File: src/hdl/tcm_pkg.sv
package tcm_pkg;

    localparam int RUN_MAX         = 6;
    localparam int RUN_IDX_W       = 3;
    localparam int QUEUE_DEPTH_DEF = 2;
    localparam int CFG_IDX_W       = 1;
    localparam int CFG_DATA_W      = 16;

    localparam logic [1:0] MODE_TDM  = 2'd0;
    localparam logic [1:0] MODE_STDM = 2'd1;
    localparam logic [1:0] MODE_FDM  = 2'd2;
    localparam logic [1:0] MODE_CDM  = 2'd3;

    localparam logic [CFG_IDX_W-1:0] CFG_MODE     = 1'b0;
    localparam logic [CFG_IDX_W-1:0] CFG_CAPACITY = 1'b1;

    localparam logic [1:0]  MODE_RESET     = MODE_TDM;
    localparam logic [15:0] CAPACITY_RESET = 16'd64;

    localparam logic [7:0] TAG_A     = 8'd1;
    localparam logic [7:0] TAG_B     = 8'd2;
    localparam logic [7:0] CHIP_HIGH = 8'd130;
    localparam logic [7:0] CHIP_MID  = 8'd128;
    localparam logic [7:0] CHIP_LOW  = 8'd126;

    // one slot's worth of output bytes, bytes[0] goes out first
    typedef struct packed {
        logic [RUN_MAX-1:0][7:0] bytes;
        logic [15:0]             base;
        logic [RUN_IDX_W-1:0]    len;
    } t_run;

endpackage

File: src/hdl/tcm_in_if.sv
interface tcm_in_if;
    logic       valid;
    logic       ready;
    logic       first_slot;
    logic [7:0] a_byte;
    logic       a_present;
    logic [7:0] b_byte;
    logic       b_present;

    modport source (
        output valid, first_slot, a_byte, a_present, b_byte, b_present,
        input  ready
    );
    modport sink (
        input  valid, first_slot, a_byte, a_present, b_byte, b_present,
        output ready
    );
endinterface

File: src/hdl/tcm_out_if.sv
interface tcm_out_if;
    logic        valid;
    logic        ready;
    logic [7:0]  out_byte;
    logic        last_of_run;
    logic [15:0] bytes_so_far;

    modport source (
        output valid, out_byte, last_of_run, bytes_so_far,
        input  ready
    );
    modport sink (
        input  valid, out_byte, last_of_run, bytes_so_far,
        output ready
    );
endinterface

File: src/hdl/tcm_front.sv
module tcm_front (
    input  logic                            i_clk,
    input  logic                            i_rst_n,
    tcm_in_if.sink                          i_in,
    input  logic                            i_cfg_we,
    input  logic [tcm_pkg::CFG_IDX_W-1:0]   i_cfg_idx,
    input  logic [tcm_pkg::CFG_DATA_W-1:0]  i_cfg_data,
    input  logic                            i_q_full,
    output logic                            o_q_push,
    output tcm_pkg::t_run                   o_q_data
);
    import tcm_pkg::*;

    logic [1:0]  r_mode;
    logic [15:0] r_cap;
    logic [15:0] r_bc, n_bc;
    logic [7:0]  r_sn, n_sn;

    logic [15:0] bc;
    logic [7:0]  sn;
    logic [16:0] bc17, cap17, bc_a;
    logic        ea, eb, accept;
    logic [7:0]  a, b;
    t_run        run;

    assign i_in.ready = !i_q_full;
    assign accept     = i_in.valid && !i_q_full;
    assign a          = i_in.a_byte;
    assign b          = i_in.b_byte;

    always_comb begin
        bc    = i_in.first_slot ? 16'd0 : r_bc;
        sn    = i_in.first_slot ? 8'd0 : r_sn;
        bc17  = {1'b0, bc};
        cap17 = {1'b0, r_cap};
        ea    = 1'b0;
        eb    = 1'b0;
        bc_a  = bc17;
        run   = '0;
        run.base = bc;
        case (r_mode)
            MODE_TDM: begin
                ea   = i_in.a_present && (bc17 + 17'd1 <= cap17);
                bc_a = bc17 + {16'd0, ea};
                eb   = i_in.b_present && (bc_a + 17'd1 <= cap17);
                run.bytes[0] = ea ? a : b;
                run.bytes[1] = b;
                run.len      = {2'b0, ea} + {2'b0, eb};
            end
            MODE_STDM: begin
                ea   = i_in.a_present && (a != 8'd0) && (bc17 + 17'd3 <= cap17);
                bc_a = bc17 + (ea ? 17'd3 : 17'd0);
                eb   = i_in.b_present && (b != 8'd0) && (bc_a + 17'd3 <= cap17);
                if (ea) begin
                    run.bytes[0] = TAG_A;
                    run.bytes[1] = sn;
                    run.bytes[2] = a;
                    run.bytes[3] = TAG_B;
                    run.bytes[4] = sn;
                    run.bytes[5] = b;
                end else begin
                    run.bytes[0] = TAG_B;
                    run.bytes[1] = sn;
                    run.bytes[2] = b;
                end
                run.len = (ea && eb) ? 3'd6 : ((ea || eb) ? 3'd3 : 3'd0);
            end
            MODE_FDM: begin
                ea = (i_in.a_present || i_in.b_present) && (bc17 + 17'd1 <= cap17);
                run.bytes[0] = {i_in.b_present ? b[3:0] : 4'd0,
                                i_in.a_present ? a[3:0] : 4'd0};
                run.len = {2'b0, ea};
            end
            MODE_CDM: begin
                ea = i_in.a_present && i_in.b_present && (bc17 + 17'd2 <= cap17);
                if ((a != 8'd0) && (b != 8'd0)) begin
                    run.bytes[0] = CHIP_HIGH;
                    run.bytes[1] = CHIP_MID;
                end else if (a != 8'd0) begin
                    run.bytes[0] = CHIP_MID;
                    run.bytes[1] = CHIP_HIGH;
                end else if (b != 8'd0) begin
                    run.bytes[0] = CHIP_MID;
                    run.bytes[1] = CHIP_LOW;
                end else begin
                    run.bytes[0] = CHIP_LOW;
                    run.bytes[1] = CHIP_MID;
                end
                run.len = ea ? 3'd2 : 3'd0;
            end
            default: begin
                run.len = 3'd0;
            end
        endcase
        n_bc = bc + {13'd0, run.len};
        n_sn = sn + 8'd1;
    end

    assign o_q_push = accept && (run.len != 3'd0);
    assign o_q_data = run;

    always_ff @(posedge i_clk) begin
        if (!i_rst_n) begin
            r_mode <= MODE_RESET;
            r_cap  <= CAPACITY_RESET;
            r_bc   <= '0;
            r_sn   <= '0;
        end else begin
            if (i_cfg_we) begin
                case (i_cfg_idx)
                    CFG_MODE:     r_mode <= i_cfg_data[1:0];
                    CFG_CAPACITY: r_cap  <= i_cfg_data;
                    default:      r_mode <= r_mode;
                endcase
            end
            if (accept) begin
                r_bc <= n_bc;
                r_sn <= n_sn;
            end
        end
    end

endmodule

File: src/hdl/tcm_queue.sv
module tcm_queue #(
    parameter int DEPTH = tcm_pkg::QUEUE_DEPTH_DEF
) (
    input  logic          i_clk,
    input  logic          i_rst_n,
    input  logic          i_push,
    input  tcm_pkg::t_run i_data,
    output logic          o_full,
    input  logic          i_pop,
    output logic          o_valid,
    output tcm_pkg::t_run o_data
);
    import tcm_pkg::*;

    localparam int PTR_W = $clog2(DEPTH);
    localparam int CNT_W = $clog2(DEPTH + 1);
    localparam logic [PTR_W-1:0] LAST_PTR = PTR_W'(DEPTH - 1);
    localparam logic [CNT_W-1:0] FULL_CNT = CNT_W'(DEPTH);

    t_run             r_mem [DEPTH];
    logic [PTR_W-1:0] r_wp, r_rp;
    logic [CNT_W-1:0] r_cnt;
    logic             do_push, do_pop;

    assign o_full  = (r_cnt == FULL_CNT);
    assign o_valid = (r_cnt != '0);
    assign o_data  = r_mem[r_rp];
    assign do_push = i_push && !o_full;
    assign do_pop  = i_pop && o_valid;

    always_ff @(posedge i_clk) begin
        if (do_push) begin
            r_mem[r_wp] <= i_data;
        end
    end

    always_ff @(posedge i_clk) begin
        if (!i_rst_n) begin
            r_wp  <= '0;
            r_rp  <= '0;
            r_cnt <= '0;
        end else begin
            if (do_push) begin
                r_wp <= (r_wp == LAST_PTR) ? '0 : r_wp + PTR_W'(1);
            end
            if (do_pop) begin
                r_rp <= (r_rp == LAST_PTR) ? '0 : r_rp + PTR_W'(1);
            end
            if (do_push && !do_pop) begin
                r_cnt <= r_cnt + CNT_W'(1);
            end else if (do_pop && !do_push) begin
                r_cnt <= r_cnt - CNT_W'(1);
            end
        end
    end

endmodule

File: src/hdl/tcm_back.sv
module tcm_back (
    input  logic          i_clk,
    input  logic          i_rst_n,
    input  logic          i_q_valid,
    input  tcm_pkg::t_run i_q_data,
    output logic          o_q_pop,
    tcm_out_if.source     o_out
);
    import tcm_pkg::*;

    logic [RUN_IDX_W-1:0] r_k;
    logic                 r_ov;
    logic [7:0]           r_ob;
    logic                 r_last;
    logic [15:0]          r_cnt;
    logic                 load, last;

    assign load    = i_q_valid && (!r_ov || o_out.ready);
    assign last    = (r_k == i_q_data.len - RUN_IDX_W'(1));
    assign o_q_pop = load && last;

    assign o_out.valid        = r_ov;
    assign o_out.out_byte     = r_ob;
    assign o_out.last_of_run  = r_last;
    assign o_out.bytes_so_far = r_cnt;

    always_ff @(posedge i_clk) begin
        if (load) begin
            r_ob   <= i_q_data.bytes[r_k];
            r_last <= last;
            r_cnt  <= i_q_data.base + {13'd0, r_k} + 16'd1;
        end
    end

    always_ff @(posedge i_clk) begin
        if (!i_rst_n) begin
            r_ov <= 1'b0;
            r_k  <= '0;
        end else begin
            if (load) begin
                r_ov <= 1'b1;
                r_k  <= last ? '0 : r_k + RUN_IDX_W'(1);
            end else if (o_out.ready) begin
                r_ov <= 1'b0;
            end
        end
    end

endmodule

File: src/hdl/two_channel_multiplexer_top.sv
// Two-channel byte multiplexer.
// i_in carries one time slot per item: a byte and a presence flag for each
// of channels A and B, plus first_slot to restart the frame. o_out carries
// the multiplexed bytes, one per item, with last_of_run on the final byte of
// a slot and bytes_so_far counting bytes in the current frame.
// Config writes (i_cfg_we/i_cfg_idx/i_cfg_data) set mode (index 0) and
// capacity (index 1); write them only while no slot is in flight.
// The first byte of a slot passes through the run queue and then the output
// register before it is valid. Throughput: one output byte per cycle while
// the receiver is ready; a slot produces one to six bytes. The front
// classifies one slot per cycle, while the queue is not full, into a run
// queue of QUEUE_DEPTH entries; the back drains one byte per cycle from its
// head while the receiver is ready. Slots with no output are absorbed by
// the front and never queued. If the receiver stalls, the output register
// holds, the queue fills and i_in.ready drops. Reset: mode TDM, capacity
// 64, byte and slot counts zero, queue empty.
module two_channel_multiplexer_top #(
    parameter int QUEUE_DEPTH = tcm_pkg::QUEUE_DEPTH_DEF
) (
    input  logic                            i_clk,
    input  logic                            i_rst_n,
    tcm_in_if.sink                          i_in,
    tcm_out_if.source                       o_out,
    input  logic                            i_cfg_we,
    input  logic [tcm_pkg::CFG_IDX_W-1:0]   i_cfg_idx,
    input  logic [tcm_pkg::CFG_DATA_W-1:0]  i_cfg_data
);
    import tcm_pkg::*;

    logic q_push, q_full, q_pop, q_valid;
    t_run q_in, q_out;

    tcm_front u_front (
        .i_clk      (i_clk),
        .i_rst_n    (i_rst_n),
        .i_in       (i_in),
        .i_cfg_we   (i_cfg_we),
        .i_cfg_idx  (i_cfg_idx),
        .i_cfg_data (i_cfg_data),
        .i_q_full   (q_full),
        .o_q_push   (q_push),
        .o_q_data   (q_in)
    );

    tcm_queue #(
        .DEPTH (QUEUE_DEPTH)
    ) u_queue (
        .i_clk   (i_clk),
        .i_rst_n (i_rst_n),
        .i_push  (q_push),
        .i_data  (q_in),
        .o_full  (q_full),
        .i_pop   (q_pop),
        .o_valid (q_valid),
        .o_data  (q_out)
    );

    tcm_back u_back (
        .i_clk     (i_clk),
        .i_rst_n   (i_rst_n),
        .i_q_valid (q_valid),
        .i_q_data  (q_out),
        .o_q_pop   (q_pop),
        .o_out     (o_out)
    );

endmodule

File: src/flat_wrapper.sv
// flat-port wrapper written by rule: the top's interface ports become plain ports
module two_channel_multiplexer_top_flat import tcm_pkg::*;
#(
    parameter int QUEUE_DEPTH = tcm_pkg::QUEUE_DEPTH_DEF
)
  (i_clk, i_rst_n, i_cfg_we, i_cfg_idx, i_cfg_data, i_in_valid, i_in_first_slot, i_in_a_byte, i_in_a_present, i_in_b_byte, i_in_b_present, i_in_ready, o_out_valid, o_out_out_byte, o_out_last_of_run, o_out_bytes_so_far, o_out_ready);
  tcm_in_if i_in_i ();
  tcm_out_if o_out_i ();
  input  logic i_clk;
  input  logic i_rst_n;
  input  logic i_cfg_we;
  input  logic [tcm_pkg::CFG_IDX_W-1:0] i_cfg_idx;
  input  logic [tcm_pkg::CFG_DATA_W-1:0] i_cfg_data;
  input wire logic [$bits(i_in_i.valid)-1:0] i_in_valid;
  input wire logic [$bits(i_in_i.first_slot)-1:0] i_in_first_slot;
  input wire logic [$bits(i_in_i.a_byte)-1:0] i_in_a_byte;
  input wire logic [$bits(i_in_i.a_present)-1:0] i_in_a_present;
  input wire logic [$bits(i_in_i.b_byte)-1:0] i_in_b_byte;
  input wire logic [$bits(i_in_i.b_present)-1:0] i_in_b_present;
  output wire logic [$bits(i_in_i.ready)-1:0] i_in_ready;
  output wire logic [$bits(o_out_i.valid)-1:0] o_out_valid;
  output wire logic [$bits(o_out_i.out_byte)-1:0] o_out_out_byte;
  output wire logic [$bits(o_out_i.last_of_run)-1:0] o_out_last_of_run;
  output wire logic [$bits(o_out_i.bytes_so_far)-1:0] o_out_bytes_so_far;
  input wire logic [$bits(o_out_i.ready)-1:0] o_out_ready;
  assign i_in_i.valid = i_in_valid;
  assign i_in_i.first_slot = i_in_first_slot;
  assign i_in_i.a_byte = i_in_a_byte;
  assign i_in_i.a_present = i_in_a_present;
  assign i_in_i.b_byte = i_in_b_byte;
  assign i_in_i.b_present = i_in_b_present;
  assign i_in_ready = i_in_i.ready;
  assign o_out_valid = o_out_i.valid;
  assign o_out_out_byte = o_out_i.out_byte;
  assign o_out_last_of_run = o_out_i.last_of_run;
  assign o_out_bytes_so_far = o_out_i.bytes_so_far;
  assign o_out_i.ready = o_out_ready;
  two_channel_multiplexer_top #(.QUEUE_DEPTH(QUEUE_DEPTH)) u_core (.i_clk(i_clk), .i_rst_n(i_rst_n), .i_in(i_in_i), .o_out(o_out_i), .i_cfg_we(i_cfg_we), .i_cfg_idx(i_cfg_idx), .i_cfg_data(i_cfg_data));
endmodule
File: config.mk
export PLATFORM = sky130hd
export DESIGN_NAME = two_channel_multiplexer_top_flat
export DESIGN_NICKNAME = d
export VERILOG_FILES = /design/src/hdl/tcm_pkg.sv /design/src/hdl/tcm_in_if.sv /design/src/hdl/tcm_out_if.sv /design/src/hdl/tcm_front.sv /design/src/hdl/tcm_queue.sv /design/src/hdl/tcm_back.sv /design/src/hdl/two_channel_multiplexer_top.sv /design/src/flat_wrapper.sv
export SDC_FILE = /design/constraint.sdc
export NUM_CORES = 1
export LEC_CHECK = 0
export BUFFER_PORTS_ARGS = -buffer_cell sky130_fd_sc_hd__buf_2
export CAP_MARGIN = 10
export CORE_MARGIN = 1.5
export CORE_UTILIZATION = 45
export CTS_CLUSTER_SIZE = 30
export DETAILED_ROUTE_END_ITERATION = 10
export PLACE_DENSITY = 0.73
export RECOVER_POWER = 25
export SLEW_MARGIN = 20
export SYNTH_ARGS = -nofsm -noshare
export SYNTH_HDL_FRONTEND = slang
export SYNTH_HIERARCHICAL = 1
export SYNTH_SLANG_ARGS = --single-unit
export TNS_END_PERCENT = 10
File: constraint.sdc
create_clock -name i_clk -period 10.8 [get_ports i_clk]
set_input_delay 0.54 -clock i_clk [delete_from_list [all_inputs] [get_ports i_clk]]
set_output_delay 0.54 -clock i_clk [all_outputs]
set_load 0.005 [all_outputs]
==> impl_results.rst, run 1 <==
.. list-table::
   :header-rows: 1

   * - Metric
     - Value
   * - Status
     - finished with violations
   * - Failing checks
     - capacitance limit, slew limit
   * - Reported net switching power
     - 0.0006816 W
   * - Final setup violation count
     - 0
   * - Area leader, netlist
     - sky130_fd_sc_hd__edfxtp_1
   * - GP Congestion
     - 0.9752
   * - Number of antenna violations at the first check in global routing
     - 0
   * - WS Path Type
     - flop to flop
   * - Required time of the critical path
     - 11.21 ns
   * - Buffer count from post-CTS setup fixing
     - 0
   * - Most common cell after layout, fill and taps aside
     - sky130_fd_sc_hd__edfxtp_1
   * - Final clock period utilization by the worst path
     - 0.8922
   * - Number of synthesized flops with an enable pin
     - 159
   * - # H-tree levels
     - 1
   * - Worst slew margin relative to its limit
     - -0.3259
   * - Detailed-route wire length
     - 32,790 um
   * - Portion of the post-synthesis area used by sequential elements
     - 0.4463
   * - Startpoint type of the worst setup path
     - flop
   * - Post-synthesis sequential element count
     - 210
   * - Initial Util
     - 0.4549
   * - Overall die width
     - 172.9 um
   * - Worst clock skew
     - 0.006609 ns
   * - Clock Tree Root
     - sky130_fd_sc_hd__clkbuf_16
   * - Most used cells in the layout excluding fill and tap cells
     - 159 x sky130_fd_sc_hd__edfxtp_1, 141 x sky130_fd_sc_hd__nand2_1, 105 x sky130_fd_sc_hd__ha_1, 68 x sky130_fd_sc_hd__xnor2_1
   * - Clock share of power
     - 0.326
   * - Overall power consumption
     - 0.002382 W
   * - Proportion of layout cells with a drive suffix above 1
     - 0.1364
   * - Pre-Repair DR Iteration Count
     - 5
   * - Highest net fanout along the worst path
     - 10
   * - Violation count after the first detailed-routing iteration
     - 719
   * - Number of buffers inserted for hold repair after clock tree synthesis
     - 0
   * - Die Footprint
     - 29,890 sq um
   * - Routed Antenna Nets
     - 0
   * - Routed length per instance
     - 19.67 um
   * - Total vias in the final route
     - 9,218
   * - Post-synthesis cell count
     - 1,210
   * - Register share of total power
     - 0.452
   * - Clock latency on the worst-skew pair
     - 0.52 ns
   * - Post-synth design cell area
     - 12,990 sq um
   * - Comb power frac
     - 0.222
   * - P&R area growth vs syn
     - 10.71%
   * - Global-route wire length before repair
     - 51,300 um
   * - Most Crowded Layer GR
     - met2
   * - Data arrival time of the worst path
     - 10.04 ns
   * - Area inside the core boundary
     - 28,550 sq um
   * - Critical Path Most Common Cell
     - sky130_fd_sc_hd__ha_1
   * - Internal Pwr Total
     - 0.001700 W
   * - Setup TNS after final layout
     - 0 ns
   * - Setup repair after global routing missed its margin
     - no
   * - Clock period minus worst slack
     - 9.636 ns
   * - Crit. End Element
     - flop
   * - Most area-consuming cells after synthesis
     - sky130_fd_sc_hd__edfxtp_1 37%, sky130_fd_sc_hd__ha_1 10%, sky130_fd_sc_hd__dfxtp_1 7.9%
   * - Height of the die
     - 172.9 um
   * - Count of nets after finishing
     - 1,415
   * - Switching share of power
     - 0.2862
   * - CP max-delay cell
     - sky130_fd_sc_hd__nor4_1
   * - Final Worst Setup Slack
     - 1.164 ns
   * - Worst min-delay path category
     - input port to flop
   * - Worst setup slack after placement
     - 0.8365 ns
   * - Power density over cell area
     - 165.6 nW/um^2
   * - Maximum ir drop on the vdd rail
     - 0.00009930 V
   * - Buffer depth of the longest clock path
     - 3
   * - Fraction of synthesis flops using an asynchronous set or reset pin
     - 0
   * - FMAX
     - 0.1038 GHz
   * - Count of unique library cells instantiated by Yosys
     - 72
   * - Antenna Cells
     - 0
   * - Worst-Margin Slew
     - 1.989 ns
   * - Primary flip-flop cell chosen by synthesis mapping
     - sky130_fd_sc_hd__edfxtp_1
   * - Average vias per placed instance
     - 5.530
   * - Gates resized, CTS repair
     - 0
   * - Number of ports placed on the die boundary
     - 68
   * - Gr usage total
     - 0.2190
   * - TritonCTS clock tree
     - done
   * - Largest net degree at the start of global routing
     - 68
   * - Buffers added on ports
     - 67
   * - Min Hold Slack
     - 0.2418 ns
   * - Slew Viols, Final
     - 54
   * - Met2 global-route usage
     - 0.3535
   * - Max-cap check violation count
     - 1
   * - Area share of the leading cell type in the synthesized netlist
     - 0.3677
   * - Std-Cell Rows
     - 62
   * - HPWL reported at the end of detailed placement
     - 24,090 um
   * - TritonCTS buffer count
     - 23
   * - Grt ovf
     - 0
   * - Leakage power figure
     - 5.548 nW
   * - DRC violation count after routing
     - 0
   * - Number of global-route vias before repair
     - 9,092
   * - Post-CTS clock slew at the launch and capture registers of the worst setup and hold paths
     - 0.06 ns
   * - Largest stage delay on the critical path
     - 0.72 ns
   * - Global Route met1 Usage
     - 0.3009
   * - Clock net sink count
     - 210
   * - Post-Syn Area per Cell
     - 10.73 sq um
   * - Yosys warns
     - 6
   * - Count of final hold-check violations
     - 0
   * - Met3 global-route usage
     - 0.03122
[critical path, delay by kind of cell, from the launching register on]
| family | cells | cell delay (ns) |
|---|---|---|
| simple gates | 15 | 4.10 |
| compound gates | 5 | 1.07 |
| buf+inv | 5 | 1.07 |
| mux | 1 | 0.07 |
| flops | 1 | 0.47 |
| fa+ha+maj | 8 | 2.28 |
| xor+xnor | 3 | 0.47 |
[power by group through the flow]
stage	clock, W	combinational, W	sequential [W]
finish	0.000777	0.000528	0.00108
global route	0.000828	0.000585	0.00109
CTS	0.000796	0.000538	0.00108
detailed placement	0	0.000534	0.00109
global placement	0	0.000525	0.00109
floorplan	0	0.000363	0.00109
[routing by layer]
metal	part of all wire	wire, um
met1	0.45	14650
met2	0.46	15040
met3	0.060	1964
met4	0.035	1143
met5	0	0
[registers in the layout (all words and copies together) (netlist names), named ones only]
name                              cells
u_core/u_queue/r_mem                134
u_core/u_front/r_mode                 2
u_core/u_queue/r_rp                   1
u_core/u_back/o_out.out_byte          8
u_core/u_queue/r_wp                   1
u_core/u_back/o_out.last_of_run       1
u_core/u_front/r_cap                 16
u_core/u_back/o_out.bytes_so_far     16
u_core/u_back/o_out.valid             1
u_core/u_queue/r_cnt                  2
u_core/u_front/r_sn                   8
u_core/u_front/r_bc                  16
u_core/u_back/r_k                     3
[synth_stat cells, types with 32 or more instances]
master	n
sky130_fd_sc_hd__nor2_1	55
sky130_fd_sc_hd__nand2_1	141
sky130_fd_sc_hd__edfxtp_1	159
sky130_fd_sc_hd__and2_1	41
sky130_fd_sc_hd__inv_1	46
sky130_fd_sc_hd__nand3_1	32
sky130_fd_sc_hd__xnor2_1	68
sky130_fd_sc_hd__a21oi_1	37
sky130_fd_sc_hd__mux2_2	37
sky130_fd_sc_hd__dfxtp_1	51
sky130_fd_sc_hd__ha_1	105
sky130_fd_sc_hd__xor2_1	33
sky130_fd_sc_hd__o21ai_0	32
[through the flow]
step                  util  instance area [sq um]  instances
CTS                 0.5050                  14420       1667
global route        0.5036                  14380       1667
finish              0.5036                  14380       1667
detailed placement  0.4786                  13660       1625
floorplan                -                  13010       1216
global placement    0.4786                  13660       1625
[cells by family (layout without fill, tap and decap cells)]
kind of cell	after synthesis	count (layout)	share of synthesized area
AOI/OAI and AO/OA	164	164	0.08662
xor gates and xnor gates	101	101	0.06812
adders and majority gates	108	108	0.1058
buffers and inverters	112	179	0.03931
DFF	210	210	0.4463
muxes	101	101	0.09201
other	1	7	0.0002888
and+or+nand+nor	413	413	0.1616
[cell type report]
type,count,area (sq um)
flip-flops and latches,210,5797
repair buffers,84,445.4
clock inverters,16,156.4
fillers,2624,14170
clock buffers,26,596.8
multi-input cells,894,6703
well taps,384,480.5
inverters,53,198.9
[path summary, 6_finish.rpt]
check	cells after the start	slack, ns	from	to
max	37	1.16	u_core/u_front/r_bc[7]	u_core/u_front/r_bc[10]
min	3	0.24	i_cfg_data[6]	u_core/u_front/r_cap[6]
max reg2reg	37	1.16	u_core/u_front/r_bc[7]	u_core/u_front/r_bc[10]
min reg2reg	2	0.47	u_core/u_front/r_cap[1]	u_core/u_front/r_cap[1]
No activity file was read; power rests on OpenSTA's default activity.
==> inputs of run 2 (changes only) <==
CORE_ASPECT_RATIO = 0.9   (was default)
==> run 2 against run 1 <==
The flow still finishes with violations (capacitance limit, slew limit); routed wire length grew 2.7%; register-to-register slack better by 0.19 ns; cell count fell by 1.7%; clock skew grew 0.0082 ns; design area down 0.98%; clock power decreased by 9.4%; sequential power hardly changed; critical path type is now input port to flop; core utilization is 0.20 points higher.
==> impl_results.rst, run 2 (synthesis results as in run 1) <==
.. list-table::
   :header-rows: 1

   * - Metric
     - Value
   * - Status
     - finished with violations
   * - Failing checks
     - capacitance limit, slew limit
   * - Std-Cell Rows
     - 58 (-6.5%)
   * - Hold path start
     - i_cfg_data[6]
   * - Count of final hold-check violations
     - 0 (unchanged)
   * - FMAX
     - 0.1049 GHz (+1.0%)
   * - Largest stage delay on the critical path
     - 0.70 ns (-0.02 ns)
   * - Average vias per placed instance
     - 5.715 (+3.4%)
   * - Register with the most flip-flops
     - u_core/u_queue/r_mem
   * - Violation count after the first detailed-routing iteration
     - 987 (+37%)
   * - Clock share of power
     - 0.305 (-0.021)
   * - Gr usage total
     - 0.2260 (+0.006933)
   * - Worst min-delay path category
     - input port to flop
   * - Slew Viols, Final
     - 54 (unchanged)
   * - Clock Tree Root
     - sky130_fd_sc_hd__clkbuf_16
   * - Register-to-Register Setup Slack
     - 1.35 ns (+0.19 ns)
   * - Register share of total power
     - 0.465 (+0.013)
   * - WS Path Type
     - input port to flop
   * - Startpoint type of the worst setup path
     - input port
   * - Initial Util
     - 0.4612 (+0.006307)
   * - Post-CTS clock slew at the launch and capture registers of the worst setup and hold paths
     - 0.07 ns (about the same)
   * - Largest net degree at the start of global routing
     - 68 (unchanged)
   * - Grt ovf
     - 0 (unchanged)
   * - Total vias in the final route
     - 9,367 (+1.6%)
   * - Clock net sink count
     - 210 (unchanged)
   * - Reported net switching power
     - 0.0006752 W (-0.94%)
   * - Number of ports placed on the die boundary
     - 68 (unchanged)
   * - Critical Path Most Common Cell
     - sky130_fd_sc_hd__ha_1
   * - Highest net fanout along the worst path
     - 67 (+57)
   * - Leakage power figure
     - 5.472 nW (-1.4%)
   * - Min Hold Slack
     - 0.2528 ns (+0.01100 ns)
   * - # H-tree levels
     - 1 (unchanged)
   * - Count of nets after finishing
     - 1,412 (-0.21%)
   * - Critical Path Start
     - i_in_first_slot
   * - Setup TNS after final layout
     - 0 ns (unchanged)
   * - Height of the die
     - 164.2 um (-5.0%)
   * - Worst slew margin relative to its limit
     - -0.3804 (-0.05449)
   * - GP Congestion
     - 0.9745 (about the same)
   * - Worst-Margin Slew
     - 2.071 ns (+0.08174 ns)
   * - DRC violation count after routing
     - 0 (unchanged)
   * - Number of global-route vias before repair
     - 8,992 (-1.1%)
   * - Most used cells in the layout excluding fill and tap cells
     - 159 x sky130_fd_sc_hd__edfxtp_1, 141 x sky130_fd_sc_hd__nand2_1, 105 x sky130_fd_sc_hd__ha_1, 68 x sky130_fd_sc_hd__xnor2_1, 55 x sky130_fd_sc_hd__nor2_1
   * - Data arrival time of the worst path
     - 9.67 ns (-0.37 ns)
   * - Most common cell after layout, fill and taps aside
     - sky130_fd_sc_hd__edfxtp_1
   * - Switching share of power
     - 0.2923 (+0.006063)
   * - Setup repair after global routing missed its margin
     - no
   * - Critical register-to-register path startpoint
     - u_core/u_front/r_bc[7]
   * - Pre-Repair DR Iteration Count
     - 5 (unchanged)
   * - R2R cell count
     - 31 (-16%)
   * - Hold Path Cell Cnt
     - 3 (unchanged)
   * - Detailed-route wire length
     - 33,680 um (+2.7%)
   * - Crit. End Element
     - flop
   * - Comb power frac
     - 0.230 (+0.008)
   * - Capturing point of the worst reg2reg path
     - u_core/u_queue/r_mem[1][47]
   * - P&R area growth vs syn
     - 9.626%
   * - TritonCTS buffer count
     - 22 (-4.3%)
   * - HPWL reported at the end of detailed placement
     - 24,780 um (+2.9%)
   * - Area inside the core boundary
     - 28,160 sq um (-1.4%)
   * - Proportion of layout cells with a drive suffix above 1
     - 0.1282 (-0.008174)
   * - Worst clock skew
     - 0.01486 ns (+0.008250 ns)
   * - TritonCTS clock tree
     - done
   * - Clock period minus worst slack
     - 9.537 ns (-0.09932 ns)
   * - CP max-delay cell
     - sky130_fd_sc_hd__buf_4
   * - Die Footprint
     - 29,890 sq um (about the same)
   * - Buffers added on ports
     - 67 (unchanged)
   * - Maximum ir drop on the vdd rail
     - 0.0001095 V (+10%)
   * - Routed length per instance
     - 20.55 um (+4.5%)
   * - Max FFs per register
     - 134 (unchanged)
   * - Clock latency on the worst-skew pair
     - 0.52 ns (about the same)
   * - Internal Pwr Total
     - 0.001635 W (-3.8%)
   * - Final setup violation count
     - 0 (unchanged)
   * - Gates resized, CTS repair
     - 0 (unchanged)
   * - Final clock period utilization by the worst path
     - 0.8830 (-0.009196)
   * - Overall die width
     - 182.1 um (+5.3%)
   * - Global-route wire length before repair
     - 51,430 um (+0.24%)
   * - Buffer count from post-CTS setup fixing
     - 0 (unchanged)
   * - Buffer depth of the longest clock path
     - 3 (unchanged)
   * - Required time of the critical path
     - 10.93 ns (-0.28 ns)
   * - Power density over cell area
     - 162.3 nW/um^2 (-2.0%)
   * - Buf+Inv Stages, Crit Path
     - 3 (-2)
   * - Category of cells accounting for the largest share of critical-path delay
     - simple AND/OR/NAND/NOR gates
   * - Antenna Cells
     - 0 (unchanged)
   * - Number of buffers inserted for hold repair after clock tree synthesis
     - 0 (unchanged)
   * - Core utilization of the finished layout
     - 0.5056 (+0.001961)
   * - Routed Antenna Nets
     - 0 (unchanged)
   * - Number of antenna violations at the first check in global routing
     - 0 (unchanged)
   * - Max-cap check violation count
     - 1 (unchanged)
   * - Endpoint, Worst Hold
     - u_core/u_front/r_cap[6]
==> run 2: changes by cell type in the layout (fill, tap and decap cells not counted), sizes merged <==
cell	change
clkbuf	+7
inv	-3
clkinv	-1
clkinvlp	+1
bufinv	-2
buf	-6
==> run 2: worst max path at each step <==
stage / end / slack [ns] / cells past startpoint
after floorplan: u_core/u_queue/r_mem[0][0] / 0.98 / 35
after CTS: u_core/u_queue/r_mem[1][34] / 1.65 / 35
final: u_core/u_queue/r_mem[1][47] / 1.26 / 33
after detailed placement: u_core/u_queue/r_mem[1][42] / 1.16 / 35
after global routing: u_core/u_queue/r_mem[0][24] / 0.58 / 35
after global placement: u_core/u_queue/r_mem[1][41] / 1.22 / 35
==> run 2: power by group through the flow <==
stage,registers [W],clock network (W),logic [W]
floorplan,0.00109,0,0.000363
global placement,0.00109,0,0.000527
detailed placement,0.00109,0,0.000533
CTS,0.00108,0.000718,0.000538
global route,0.00109,0.000745,0.000589
finish,0.00108,0.000704,0.000531
==> run 2: layout make-up <==
cell class	count	area [sq um]
clock buffers	29	586.8
clock inverters	11	80.08
repair buffers	82	420.4
fillers	2571	13920
multi-input cells	894	6703
flip-flops and latches	210	5797
inverters	53	198.9
well taps	360	450.4
==> run 2: routing by layer <==
metal  GRT usage  up-vias  routed length, um
li1            -     4438                  -
met1      0.3354     4490              15970
met2      0.3406      382              14150
met3     0.03659       57               2687
met4     0.06123        0                869
met5           0        -                  0
==> run 2: per-stage QoR <==
step                      instances  setup slack (ns)  area, sq um  total power, W
after global placement         1599             1.217        13620        0.001614
after detailed placement       1599             1.156        13620        0.001626
final                          1639             1.263        14240        0.002310
after global routing           1639            0.5839        14240        0.002421
after CTS                      1639             1.650        14280        0.002331
after floorplan                1216            0.9787        13010        0.001455
==> run 2: worst register-to-register path, delay by kind of cell (launching register included) <==
kind / cells / cell delay (ns)
buffers and inverters: 6 / 1.85
AND/OR/NAND/NOR: 11 / 3.20
AO/OA/AOI/OAI: 6 / 1.35
XOR/XNOR: 2 / 0.26
adder cells (fa/ha/maj): 6 / 1.86
flip-flops: 1 / 0.50
==> inputs of run 3 (changes only) <==
BUFFER_PORTS_ARGS = default   (was -buffer_cell sky130_fd_sc_hd__buf_2)
DONT_BUFFER_PORTS = 1   (was default)
PLACE_DENSITY = 0.71   (was 0.73)
SLEW_MARGIN = default   (was 20)
==> run 3 against run 2 <==
The run still ends with capacitance limit, slew limit left; flip-flop and latch count unchanged; critical path type is now flop to flop; maximum frequency decreased by 4.7%; largest cell class unchanged; critical endpoint is now u_core/u_queue/r_mem[0][28]; design area decreased by 1.7%; clock-buffer cell count unchanged; via count decreased by 2.3%; register-to-register slack got worse by 0.56 ns; die area unchanged; sequential power about the same; first-iteration DRC count decreased by 2.1%; power increased by 0.70%; routed wire length decreased by 0.43%; core utilization decreased by 0.88 points.
==> impl_results.rst, run 3 (synthesis results as in run 1) <==
.. list-table::
   :header-rows: 1

   * - Metric
     - Value
   * - Clock net sink count
     - 210 (unchanged)
   * - Overall power consumption
     - 0.002326 W (+0.70%)
   * - Detailed-route wire length
     - 33,530 um (-0.43%)
   * - Category of cells accounting for the largest share of critical-path delay
     - simple AND/OR/NAND/NOR gates
   * - Most common cell after layout, fill and taps aside
     - sky130_fd_sc_hd__edfxtp_1
   * - Std-Cell Rows
     - 58 (unchanged)
   * - Antenna Cells
     - 0 (unchanged)
   * - Max-cap check violation count
     - 1 (unchanged)
   * - Clock period minus worst slack
     - 10.01 ns (+0.4718 ns)
   * - Count of final hold-check violations
     - 0 (unchanged)
   * - Post-CTS clock slew at the launch and capture registers of the worst setup and hold paths
     - 0.06 ns (about the same)
   * - CP max-delay cell
     - sky130_fd_sc_hd__nor4_1
   * - Count of nets after finishing
     - 1,346 (-4.7%)
   * - Total vias in the final route
     - 9,148 (-2.3%)
   * - Violation count after the first detailed-routing iteration
     - 966 (-2.1%)
   * - Area of the multi-input gates
     - 6703 sq um (unchanged)
   * - Slew Viols, Final
     - 26 (-52%)
   * - Worst slew margin relative to its limit
     - -0.04046 (+0.3399)
   * - Fill count
     - 2,526 (-1.8%)
   * - Required time of the critical path
     - 10.95 ns (+0.02 ns)
   * - Total stage count of the critical path
     - 35 (+6.1%)
   * - DRC violation count after routing
     - 0 (unchanged)
   * - Hold Path Cell Cnt
     - 1 (-2)
   * - Routed length per instance
     - 21.30 um (+3.7%)
   * - Critical Path Most Common Cell
     - sky130_fd_sc_hd__ha_1
   * - Pre-Repair DR Iteration Count
     - 5 (unchanged)
   * - Die Footprint
     - 29,890 sq um (unchanged)
   * - Setup repair after global routing missed its margin
     - no
   * - Overall die width
     - 182.1 um (unchanged)
   * - Leakage power figure
     - 5.290 nW (-3.3%)
   * - Worst-Margin Slew
     - 1.561 ns (-0.5098 ns)
   * - Status
     - finished with violations
   * - Maximum ir drop on the vdd rail
     - 0.0001307 V (+19%)
   * - Number of global-route vias before repair
     - 9,073 (+0.90%)
   * - Register with the most flip-flops
     - u_core/u_queue/r_mem
   * - Final setup violation count
     - 0 (unchanged)
   * - Number of antenna violations at the first check in global routing
     - 0 (unchanged)
   * - Largest net degree at the start of global routing
     - 68 (unchanged)
   * - GP Congestion
     - 0.9805 (+0.62%)
   * - Height of the die
     - 164.2 um (unchanged)
   * - # H-tree levels
     - 1 (unchanged)
   * - R2R cell count
     - 35 (+13%)
   * - Buffers added on ports
     - 0 (-100%)
   * - Buffer depth of the longest clock path
     - 3 (unchanged)
   * - Crit. End Element
     - flop
   * - Most used cells in the layout excluding fill and tap cells
     - 159 x sky130_fd_sc_hd__edfxtp_1, 141 x sky130_fd_sc_hd__nand2_1, 105 x sky130_fd_sc_hd__ha_1, 68 x sky130_fd_sc_hd__xnor2_1, 55 x sky130_fd_sc_hd__nor2_1
   * - Proportion of layout cells with a drive suffix above 1
     - 0.09061 (-0.03762)
   * - Sequential cell area
     - 5797 sq um (unchanged)
   * - Average vias per placed instance
     - 5.812 (+1.7%)
   * - Failing checks
     - capacitance limit, slew limit
   * - Data arrival time of the worst path
     - 10.15 ns (+0.48 ns)
   * - Number of buffers inserted for hold repair after clock tree synthesis
     - 0 (unchanged)
   * - P&R area growth vs syn
     - 7.717%
   * - Area inside the core boundary
     - 28,160 sq um (unchanged)
   * - Largest stage delay on the critical path
     - 0.80 ns (+0.10 ns)
   * - Max FFs per register
     - 134 (unchanged)
   * - Final clock period utilization by the worst path
     - 0.9267 (+0.04368)
   * - Clock Tree Root
     - sky130_fd_sc_hd__clkbuf_16
   * - Buffer count from post-CTS setup fixing
     - 0 (unchanged)
   * - Routed Antenna Nets
     - 0 (unchanged)
   * - Worst clock skew
     - 0.01155 ns (-0.003313 ns)
   * - Initial Util
     - 0.4612 (unchanged)
   * - TritonCTS buffer count
     - 24 (+9.1%)
   * - Buf+Inv Stages, Crit Path
     - 7 (+4)
   * - Gr usage total
     - 0.2255 (-0.0004252)
   * - Grt ovf
     - 0 (unchanged)
   * - WS Path Type
     - flop to flop
   * - HPWL reported at the end of detailed placement
     - 24,950 um (+0.71%)
   * - Global-route wire length before repair
     - 51,980 um (+1.1%)
   * - Startpoint type of the worst setup path
     - flop
   * - FMAX
     - 0.09991 GHz (-4.7%)
   * - TritonCTS clock tree
     - done
   * - Gates resized, CTS repair
     - 0 (unchanged)
   * - Clock latency on the worst-skew pair
     - 0.52 ns (about the same)
   * - Setup TNS after final layout
     - 0 ns (unchanged)
   * - Power density over cell area
     - 166.3 nW/um^2 (+2.5%)
   * - Worst min-delay path category
     - input port to flop
   * - Number of ports placed on the die boundary
     - 68 (unchanged)
   * - Highest net fanout along the worst path
     - 53 (-21%)
==> run 3: final timing paths <==
path | start | end | slack, ns
setup / recovery | u_core/u_front/r_bc[3] | u_core/u_queue/r_mem[0][28] | 0.79
hold / removal | i_rst_n | u_core/u_queue/r_rp | 0.15
hold reg to reg | u_core/u_front/r_cap[8] | u_core/u_front/r_cap[8] | 0.46
setup reg to reg | u_core/u_front/r_bc[3] | u_core/u_queue/r_mem[0][28] | 0.79
==> run 3: metrics by stage <==
| stage | util | setup WS [ns] | area, sq um | std cells | hold slack [ns] |
|---|---|---|---|---|---|
| CTS | 0.4975 | 1.013 | 14010 | 1573 | 0.1248 |
| global route | 0.4968 | 0.3366 | 13990 | 1574 | 0.1372 |
| floorplan | - | 0.9787 | 13010 | 1216 | 0.4435 |
| detailed placement | 0.4712 | 0.9912 | 13270 | 1530 | 0.4594 |
| global placement | 0.4712 | 1.063 | 13270 | 1530 | 0.4520 |
| finish | 0.4968 | 0.7913 | 13990 | 1574 | 0.1461 |
==> run 3: layout make-up <==
cell class / instances / share of cell area
multi-input cells: 894 / 0.4792
flip-flops and latches: 210 / 0.4144
clock buffers: 29 / 0.04428
well taps: 360 / 0.03220
inverters: 53 / 0.01422
clock inverters: 14 / 0.008676
repair buffers: 14 / 0.007066
==> run 3: report_power, final <==
group	internal [W]	switching [W]	leakage [nW]	total (W)
sequential	0.00104	0.0000511	1.94	0.00109
clock	0.000437	0.000326	0.360	0.000763
combinational	0.000185	0.000290	2.99	0.000475
total	0.00166	0.000667	5.29	0.00233
==> run 3: worst register-to-register path: cells and delay by family, from the launching register on <==
family	cells	cell delay, ns
DFF	1	0.56
AOI/OAI and AO/OA	7	1.27
buffers and inverters	7	1.63
adders and majority gates	6	1.90
and+or+nand+nor	13	3.96
xor gates and xnor gates	2	0.26
==> run 3: layer usage <==
metal,up-vias,routed length [um],global-route usage,part of all wire
met3,57,3025,0.04967,0.090
met1,4369,15750,0.3326,0.47
met2,402,13900,0.3302,0.41
met5,-,0,0,0
met4,0,858,0.06499,0.026
li1,4320,-,-,-
